===== config.mk =====
export PLATFORM = sky130hd
export DESIGN_NAME = bfit_ctrl
export DESIGN_NICKNAME = d
export VERILOG_FILES = /design/src/bfit_pkg.sv /design/src/bfit_ctrl.sv
export SDC_FILE = /design/constraint.sdc
export NUM_CORES = 1
export LEC_CHECK = 0
export ABC_AREA = 1
export BUFFER_PORTS_ARGS = -buffer_cell sky130_fd_sc_hd__buf_2
export CAP_MARGIN = 30
export CORE_ASPECT_RATIO = 0.5
export CORE_MARGIN = 2
export CORE_UTILIZATION = 45
export DETAILED_ROUTE_END_ITERATION = 10
export GPL_TIMING_DRIVEN = 0
export PLACE_DENSITY = 0.78
export SYNTH_ARGS = -nofsm -noshare
export SYNTH_HDL_FRONTEND = slang
export SYNTH_SLANG_ARGS = --single-unit

===== constraint.sdc =====
create_clock -name clk -period 2.9 [get_ports clk]
set_input_delay 0.58 -clock clk [delete_from_list [all_inputs] [get_ports clk]]
set_output_delay 0.58 -clock clk [all_outputs]
set_load 0.005 [all_outputs]

===== src/bfit_pkg.sv =====
// Shared constants, operation codes and controller/datapath interface types.
package bfit_pkg;

  localparam int MaxFilterBytes = 4096;
  localparam int MaxElemBytes   = 64;
  localparam int MaxHashCount   = 50;
  localparam int FaddrW         = $clog2(MaxFilterBytes);
  localparam int BaddrW         = $clog2(MaxElemBytes);
  localparam int LenW           = BaddrW + 1;

  localparam logic [31:0] SeedStep = 32'hFBA4C795;
  localparam logic [31:0] MurC1    = 32'hcc9e2d51;
  localparam logic [31:0] MurC2    = 32'h1b873593;
  localparam logic [31:0] MurC3    = 32'h85ebca6b;
  localparam logic [31:0] MurC4    = 32'hc2b2ae35;
  localparam logic [31:0] MixAdd   = 32'he6546b64;

  localparam logic [1:0] REQ_ADD  = 2'd0;
  localparam logic [1:0] REQ_TEST = 2'd1;
  localparam logic [1:0] REQ_LOAD = 2'd2;

  localparam logic [1:0] CFG_TWEAK  = 2'd0;
  localparam logic [1:0] CFG_HASHES = 2'd1;
  localparam logic [1:0] CFG_FBYTES = 2'd2;

  localparam logic [4:0] OP_NONE   = 5'd0;
  localparam logic [4:0] OP_TAKE   = 5'd1;
  localparam logic [4:0] OP_CLR    = 5'd2;
  localparam logic [4:0] OP_SEED0  = 5'd3;
  localparam logic [4:0] OP_HINIT  = 5'd4;
  localparam logic [4:0] OP_KCLR   = 5'd5;
  localparam logic [4:0] OP_MUL_C1 = 5'd6;
  localparam logic [4:0] OP_ROT15  = 5'd7;
  localparam logic [4:0] OP_MUL_C2 = 5'd8;
  localparam logic [4:0] OP_MIXH   = 5'd9;
  localparam logic [4:0] OP_TAILH  = 5'd10;
  localparam logic [4:0] OP_FIN1   = 5'd11;
  localparam logic [4:0] OP_MUL_C3 = 5'd12;
  localparam logic [4:0] OP_FIN2   = 5'd13;
  localparam logic [4:0] OP_MUL_C4 = 5'd14;
  localparam logic [4:0] OP_FIN3   = 5'd15;
  localparam logic [4:0] OP_DIV    = 5'd16;
  localparam logic [4:0] OP_FWR    = 5'd17;
  localparam logic [4:0] OP_MISS   = 5'd18;
  localparam logic [4:0] OP_NEXT   = 5'd19;
  localparam logic [4:0] OP_END    = 5'd20;

  typedef struct packed {
    logic [4:0] op;
    logic       rd;
    logic       cap;
    logic [1:0] lane;
  } dp_cmd_t;

  typedef struct packed {
    logic [LenW-1:0] rem;
    logic            k_zero;
    logic [5:0]      k_num;
    logic            clr_last;
    logic            bit_set;
    logic            was_test;
  } dp_stat_t;

endpackage


===== src/bfit_ctrl.sv =====
// Controller: sequences clearing, byte intake, per-hash murmur rounds, modulo and filter access.
module bfit_ctrl (
  input  logic               clk,
  input  logic               rst,
  input  logic               start,
  input  logic [1:0]         req_type,
  input  logic               last_byte,
  input  bfit_pkg::dp_stat_t stat,
  output bfit_pkg::dp_cmd_t  cmd,
  output logic               busy,
  output logic               done
);
  import bfit_pkg::*;

  localparam logic [4:0] S_CLR   = 5'd0;
  localparam logic [4:0] S_IDLE  = 5'd1;
  localparam logic [4:0] S_START = 5'd2;
  localparam logic [4:0] S_HINIT = 5'd3;
  localparam logic [4:0] S_BLK   = 5'd4;
  localparam logic [4:0] S_FETCH = 5'd5;
  localparam logic [4:0] S_M1    = 5'd6;
  localparam logic [4:0] S_ROT   = 5'd7;
  localparam logic [4:0] S_M2    = 5'd8;
  localparam logic [4:0] S_MIX   = 5'd9;
  localparam logic [4:0] S_FIN1  = 5'd10;
  localparam logic [4:0] S_M3    = 5'd11;
  localparam logic [4:0] S_FIN2  = 5'd12;
  localparam logic [4:0] S_M4    = 5'd13;
  localparam logic [4:0] S_FIN3  = 5'd14;
  localparam logic [4:0] S_DIV   = 5'd15;
  localparam logic [4:0] S_FRD   = 5'd16;
  localparam logic [4:0] S_FCHK  = 5'd17;
  localparam logic [4:0] S_NEXT  = 5'd18;
  localparam logic [4:0] S_DONE  = 5'd19;

  logic [4:0] state;
  logic [4:0] state_next;
  logic [2:0] fc;
  logic [2:0] fc_next;
  logic [2:0] nf;
  logic [2:0] nf_next;
  logic       full;
  logic       full_next;
  logic [4:0] dcnt;
  logic [4:0] dcnt_next;
  logic [5:0] hidx;
  logic [5:0] hidx_next;
  logic [1:0] lane_m1;

  assign lane_m1 = 2'(fc - 3'd1);

  always_comb begin
    state_next = state;
    fc_next    = fc;
    nf_next    = nf;
    full_next  = full;
    dcnt_next  = dcnt;
    hidx_next  = hidx;
    cmd        = '0;
    cmd.op     = OP_NONE;
    case (state)
      S_CLR: begin
        cmd.op = OP_CLR;
        if (stat.clr_last) begin
          state_next = S_IDLE;
        end
      end
      S_IDLE: begin
        if (start) begin
          cmd.op = OP_TAKE;
          if (last_byte && ((req_type == REQ_ADD) || (req_type == REQ_TEST))) begin
            state_next = S_START;
          end
        end
      end
      S_START: begin
        cmd.op    = OP_SEED0;
        hidx_next = 6'd0;
        state_next = stat.k_zero ? S_DONE : S_HINIT;
      end
      S_HINIT: begin
        cmd.op     = OP_HINIT;
        state_next = S_BLK;
      end
      S_BLK: begin
        if (stat.rem == '0) begin
          state_next = S_FIN1;
        end else begin
          cmd.op     = OP_KCLR;
          full_next  = (stat.rem >= LenW'(4));
          nf_next    = (stat.rem >= LenW'(4)) ? 3'd4 : {1'b0, stat.rem[1:0]};
          fc_next    = 3'd0;
          state_next = S_FETCH;
        end
      end
      S_FETCH: begin
        cmd.rd   = (fc < nf);
        cmd.cap  = (fc != 3'd0);
        cmd.lane = lane_m1;
        fc_next  = fc + 3'd1;
        if (fc == nf) begin
          state_next = S_M1;
        end
      end
      S_M1: begin
        cmd.op     = OP_MUL_C1;
        state_next = S_ROT;
      end
      S_ROT: begin
        cmd.op     = OP_ROT15;
        state_next = S_M2;
      end
      S_M2: begin
        cmd.op     = OP_MUL_C2;
        state_next = S_MIX;
      end
      S_MIX: begin
        if (full) begin
          cmd.op     = OP_MIXH;
          state_next = S_BLK;
        end else begin
          cmd.op     = OP_TAILH;
          state_next = S_FIN1;
        end
      end
      S_FIN1: begin
        cmd.op     = OP_FIN1;
        state_next = S_M3;
      end
      S_M3: begin
        cmd.op     = OP_MUL_C3;
        state_next = S_FIN2;
      end
      S_FIN2: begin
        cmd.op     = OP_FIN2;
        state_next = S_M4;
      end
      S_M4: begin
        cmd.op     = OP_MUL_C4;
        state_next = S_FIN3;
      end
      S_FIN3: begin
        cmd.op     = OP_FIN3;
        dcnt_next  = 5'd0;
        state_next = S_DIV;
      end
      S_DIV: begin
        cmd.op    = OP_DIV;
        dcnt_next = dcnt + 5'd1;
        if (dcnt == 5'd31) begin
          state_next = S_FRD;
        end
      end
      S_FRD: begin
        state_next = S_FCHK;
      end
      S_FCHK: begin
        if (stat.was_test) begin
          if (!stat.bit_set) begin
            cmd.op     = OP_MISS;
            state_next = S_DONE;
          end else begin
            state_next = S_NEXT;
          end
        end else begin
          cmd.op     = OP_FWR;
          state_next = S_NEXT;
        end
      end
      S_NEXT: begin
        cmd.op    = OP_NEXT;
        hidx_next = hidx + 6'd1;
        state_next = (hidx + 6'd1 == stat.k_num) ? S_DONE : S_HINIT;
      end
      S_DONE: begin
        cmd.op     = OP_END;
        state_next = S_IDLE;
      end
      default: begin
        state_next = S_IDLE;
      end
    endcase
  end

  always_ff @(posedge clk) begin
    if (rst) begin
      state <= S_CLR;
      fc    <= 3'd0;
      nf    <= 3'd0;
      full  <= 1'b0;
      dcnt  <= 5'd0;
      hidx  <= 6'd0;
    end else begin
      state <= state_next;
      fc    <= fc_next;
      nf    <= nf_next;
      full  <= full_next;
      dcnt  <= dcnt_next;
      hidx  <= hidx_next;
    end
  end

  assign busy = (state != S_IDLE);
  assign done = (state == S_DONE);

  a_done_pulse: assert property (@(posedge clk) disable iff (rst)
    done |=> !done)
    else $error("result strobe longer than one cycle");

  a_done_idle: assert property (@(posedge clk) disable iff (rst)
    done |=> !busy)
    else $error("not ready after result");

  a_fetch_bound: assert property (@(posedge clk) disable iff (rst)
    (state == S_FETCH) |-> ((fc <= nf) && (nf != 3'd0) && (nf <= 3'd4)))
    else $error("fetch counter out of range");

endmodule


## After elaboration in Yosys (flattened, before gate mapping)

Cells that the tools add are included.

| word-level totals | value |
|---|---|
| input port bits | 23 |
| bits in registers | 23 |
| output and inout bits | 11 |
| word-level logic and storage cells | 79 |

| operators by class | value |
|---|---|
| multiplexer cells | 24 |
| $lt $le $gt $ge | 2 |
| add/subtract/negate cells | 4 |
| bitwise operators | 1 |
| eq/ne operators | 30 |
| reduce and logical (&&, ||, !) cells | 12 |

Operator list:

| operator | count |
|---|---|
| case mux 5 bit (19 select lines) | 1 |
| case mux 5 bit (18 select lines) | 1 |
| two-way mux 5 bit | 10 |
| equality test 5 x 4 -> 1 bit (second input constant) | 8 |
| equality test 5 bit (second input constant) | 5 |
| equality test 5 x 3 -> 1 bit (second input constant) | 4 |
| two-way mux 4 bit | 3 |
| != test 2 bit (second input constant) | 6 |
| case mux 6 bit (2 select lines) | 1 |
| equality test 5 x 2 -> 1 bit (second input constant) | 2 |
| case mux 5 bit (2 select lines) | 1 |
| two-way mux 3 bit | 3 |
| >= comparator 7 x 3 -> 1 bit (second input constant) | 1 |
| zero test 7 bit | 1 |
| adder 6 x 1 -> 6 bit (second input constant) | 1 |
| equality test 6 bit | 1 |
| case mux 3 bit (2 select lines) | 1 |
| nonzero test 2 bit | 3 |
| adder 5 x 1 -> 5 bit (second input constant) | 1 |
| equality test 5 x 1 -> 1 bit (second input constant) | 1 |
| zero test 5 bit | 1 |
| != test 5 x 1 -> 1 bit (second input constant) | 1 |
| AND reduction 5 bit | 1 |
| AND reduction 2 bit | 2 |
| other kinds (12) | 13 |

## Logic depth before layout (Yosys ltp)

| logic depth | value |
|---|---|
| word-level depth | 6 |
| mapped depth | 13 |
| gate-level depth less buffers | 13 |

## Worst setup path before layout

OpenSTA, ideal clock, no wires.

| timing path | value |
|---|---|
| kind | input-to-output |
| start point | input stat[10] (netlist bit) |
| end point | output cmd[4] (netlist bit) |
| data arrival time | 1.412 ns |
| slack | 0.908 ns |
| required time | 2.320 ns |
| cell stages on the path | 5 |
| cell sequence | or2_2 > o21ai_2 > inv_1 > nor3_1 > nand4_1 |

RTL lines:

| what | RTL line | source |
|---|---|---|
| start: declaration | bfit_ctrl.sv:8 | `input bfit_pkg::dp_stat_t stat,` |
| end: declaration | bfit_ctrl.sv:9 | `output bfit_pkg::dp_cmd_t cmd,` |

==> summary.md <==
| Metric | Value |
|---|---|
| IO Count | 34 |
| Asr flop ratio synth | 0 |
| Register area share after synthesis | 0.268 |
| Layout cells sized above 1 | 0.137 |
| Insertion delay to the later sink of the worst-skew pair | 0.26 ns |
| DR iter-0 viols | between 100 and 150 |
| DR DRC count | 0 |
| Synth cell types | 28 |
| Clock buffer count from CTS | 3 |
| DR pass1 iterations | 4 |
| Largest stage delay, worst path | 0.48 ns |
| Reg area | roughly 440 um2 |
| Vias | 1840 |
| Remaining Overflow, GRT | 0 |
| Met1 wire length | 1.98 mm |
| Max Cap Viol | 0 |
| Share of the synthesized area in the top cell type | 0.268 |
| Std cell rows | 15 |
| Area Overhead vs Synth | 17.7% |
| Depth of the CTS H-tree | 1 |
| Vias per std cell | 5.03 |
| Area of the die | 0.00418 mm2 |
| Crit path kind | reg2out |
| Crit. End Element | primary output |
| Fill cells | ~360 |
| DRT antenna net count | 0 |
| Peak Freq | between 0.3 and 0.4 GHz |
| Count leader, synth | nand2_1 |
| Clock sinks | 22 |
| Post-Syn Area | 0.00164 mm2 |
| Global-route wire length before repair | 6.58 mm |
| Routed length per instance | 11.1 um |
| Top flip-flop cell by instance count after synthesis | dfxtp_1 |
| Post-synth EDFFs | 0 |
| Fin crit share | 0.874 |
| Met3 Wirelength | between 200 and 250 um |
| Seq cells post-synth | 22 |
| Worst min-delay path class | reg2reg |
| Fin crit period | 2.54 ns |
| Maximum vdd ir drop | roughly 0.24 mV |
| Clock Skews | 0.00226 ns |
| Slowest CP cell | dfxtp_1 |
| Area contributors post-synth | dfxtp_1, nand2_1, nor2_1 |
| Max-slew violation count | 0 |
| Worst EP required | 2.32 ns |
| Initial antenna violation count | 0 |
| Final GP Congestion | roughly 0.95 |
| Unrepaired setup endpoints after global routing | no |
| Rel. slew slack | 0.648 |
| Met2 WL | 1.84 mm |
| Number of diodes | 0 |
| HPWL Detailed | between 3 and 4 mm |
| Multi-input gate area | roughly 0.0010 mm2 |
| Hold buffers post-CTS | 0 |
| Cells after Synth | 280 |
| Post-CTS Setup Repair Bufs | 0 |
| Core area | 0.00347 mm2 |
| Die H | 46.7 um |
| Chain of cells forming the critical path | nor2_1, nand2_1, inv_1, nand2_1, inv_1, nor4_1, nand2_1, buf_2 |
| Clk pin slew, worst setup/hold paths | 0.08 ns |
| Clock tree buffer depth | 2 |
| Starting Density | 0.473 |
| Power Density | 438 mW/mm2 |
| Setup TNS | 0 ns |
| DRT Wirelength | around 4 mm |
| All-Layer GR Usage | 0.205 |
| Largest net degree at the start of global routing | 14 |
| Syn nets | 311 |
| Final setup vio count | 0 |
| CTS Root Cell | clkbuf_8 |
| Crit start category | flop |
| Slew @ Worst Pin | 0.527 ns |
| Nets@finish | ~350 |
| Finished Layout Cells | between 300 and 400 |
| PortBufs | 31 |
| Post-synth top cells | nand2_1, nor2_1, inv_1, a21oi_1, dfxtp_1 |
| Hold Vio Cnt, Final | 0 |
| Synth area leader | dfxtp_1 |
| Status | completed |
| Leakage | about 0.98 nW |
| Vias in the first global route | 1602 |
| CP arrival | ~2.0 ns |
| Die W | 89.5 um |
| CP most frequent cell | nand2_1 |
| TritonCTS clock tree | done |
| YS warnings | 0 |
| Placed cells | ~360 |
| Highest metal used | met4 |
| Post-cts resize count | 0 |
| Synth Area per Inst | 5.87 um2 |
| CP Max Fanout | 7 |
-- worst paths after layout --
check                start  slack (ns)  cells after the start        to
setup / recovery  state[2]        0.36                      8    cmd[5]
hold / removal       nf[1]        0.48                      2     nf[1]
setup reg to reg   dcnt[0]        1.15                     10  state[0]
hold reg to reg      nf[1]        0.48                      2     nf[1]
-- critical path: cells and delay by family (launching register included) --
family        cells  cell delay (ns)
buf+inv           3             0.34
flops             1             0.48
simple gates      5             0.87
-- power breakdown --
group          total (mW)  switching (mW)  internal, mW  leakage, nW
sequential          0.326          0.0145         0.312        0.178
combinational       0.233           0.151        0.0820        0.768
clock               0.287           0.102         0.184       0.0357
-- metal layers --
metal | up-vias | global-route usage
met2 | 53 | 0.381
met4 | 0 | 0.0209
met5 | - | 0
met1 | 815 | 0.259
li1 | 970 | -
met3 | 2 | 0.0448
-- cell usage in the layout, fill, tap and decap left out, types with 2 or more instances in the layout --
master,n
a21oi_1,24
buf_2,31
nor3_1,9
dfxtp_1,22
ha_1,8
nand4_1,3
o21ai_0,13
inv_1,41
nor2_1,45
nand2_1,77
clkbuf_8,3
nand3b_1,5
nor4_1,2
nand3_1,15
-- registers in the layout, summed over array words and instances, names as in the netlist --
signal  count
dcnt        5
fc          3
hidx        6
nf          3
state       5
-- stage by stage --
step / instance area, um2 / util / setup slack [ns] / power (mW) / hold slack, ns
after floorplan: 1640 / - / 0.908 / 0.487 / 0.440
after global routing: 1930 / 0.557 / 0.237 / 0.899 / 0.495
after global placement: 1860 / 0.536 / 0.535 / 0.561 / 0.453
after CTS: 1930 / 0.557 / 0.389 / 0.847 / 0.474
final: 1930 / 0.557 / 0.365 / 0.846 / 0.475
after detailed placement: 1860 / 0.536 / 0.536 / 0.562 / 0.462
-- cell families after synthesis --
family                     count (synthesis)  synth area share
AOI/OAI and AO/OA                         43             0.143
xor gates and xnor gates                   1           0.00533
adders and majority gates                  8            0.0609
buffers and inverters                     45             0.105
DFF                                       22             0.268
and+or+nand+nor                          161             0.417
-- cell type report --
class                           count  share of cell area
Inverter                           42              0.0816
Multi-Input combinational cell    213               0.533
Tap cell                           51              0.0330
Clock inverter                      1              0.0155
Clock buffer                        3              0.0214
Buffer                              3             0.00777
Sequential cell                    22               0.228
Timing Repair Buffer               31              0.0803
Power figures use the tool's default switching activity.
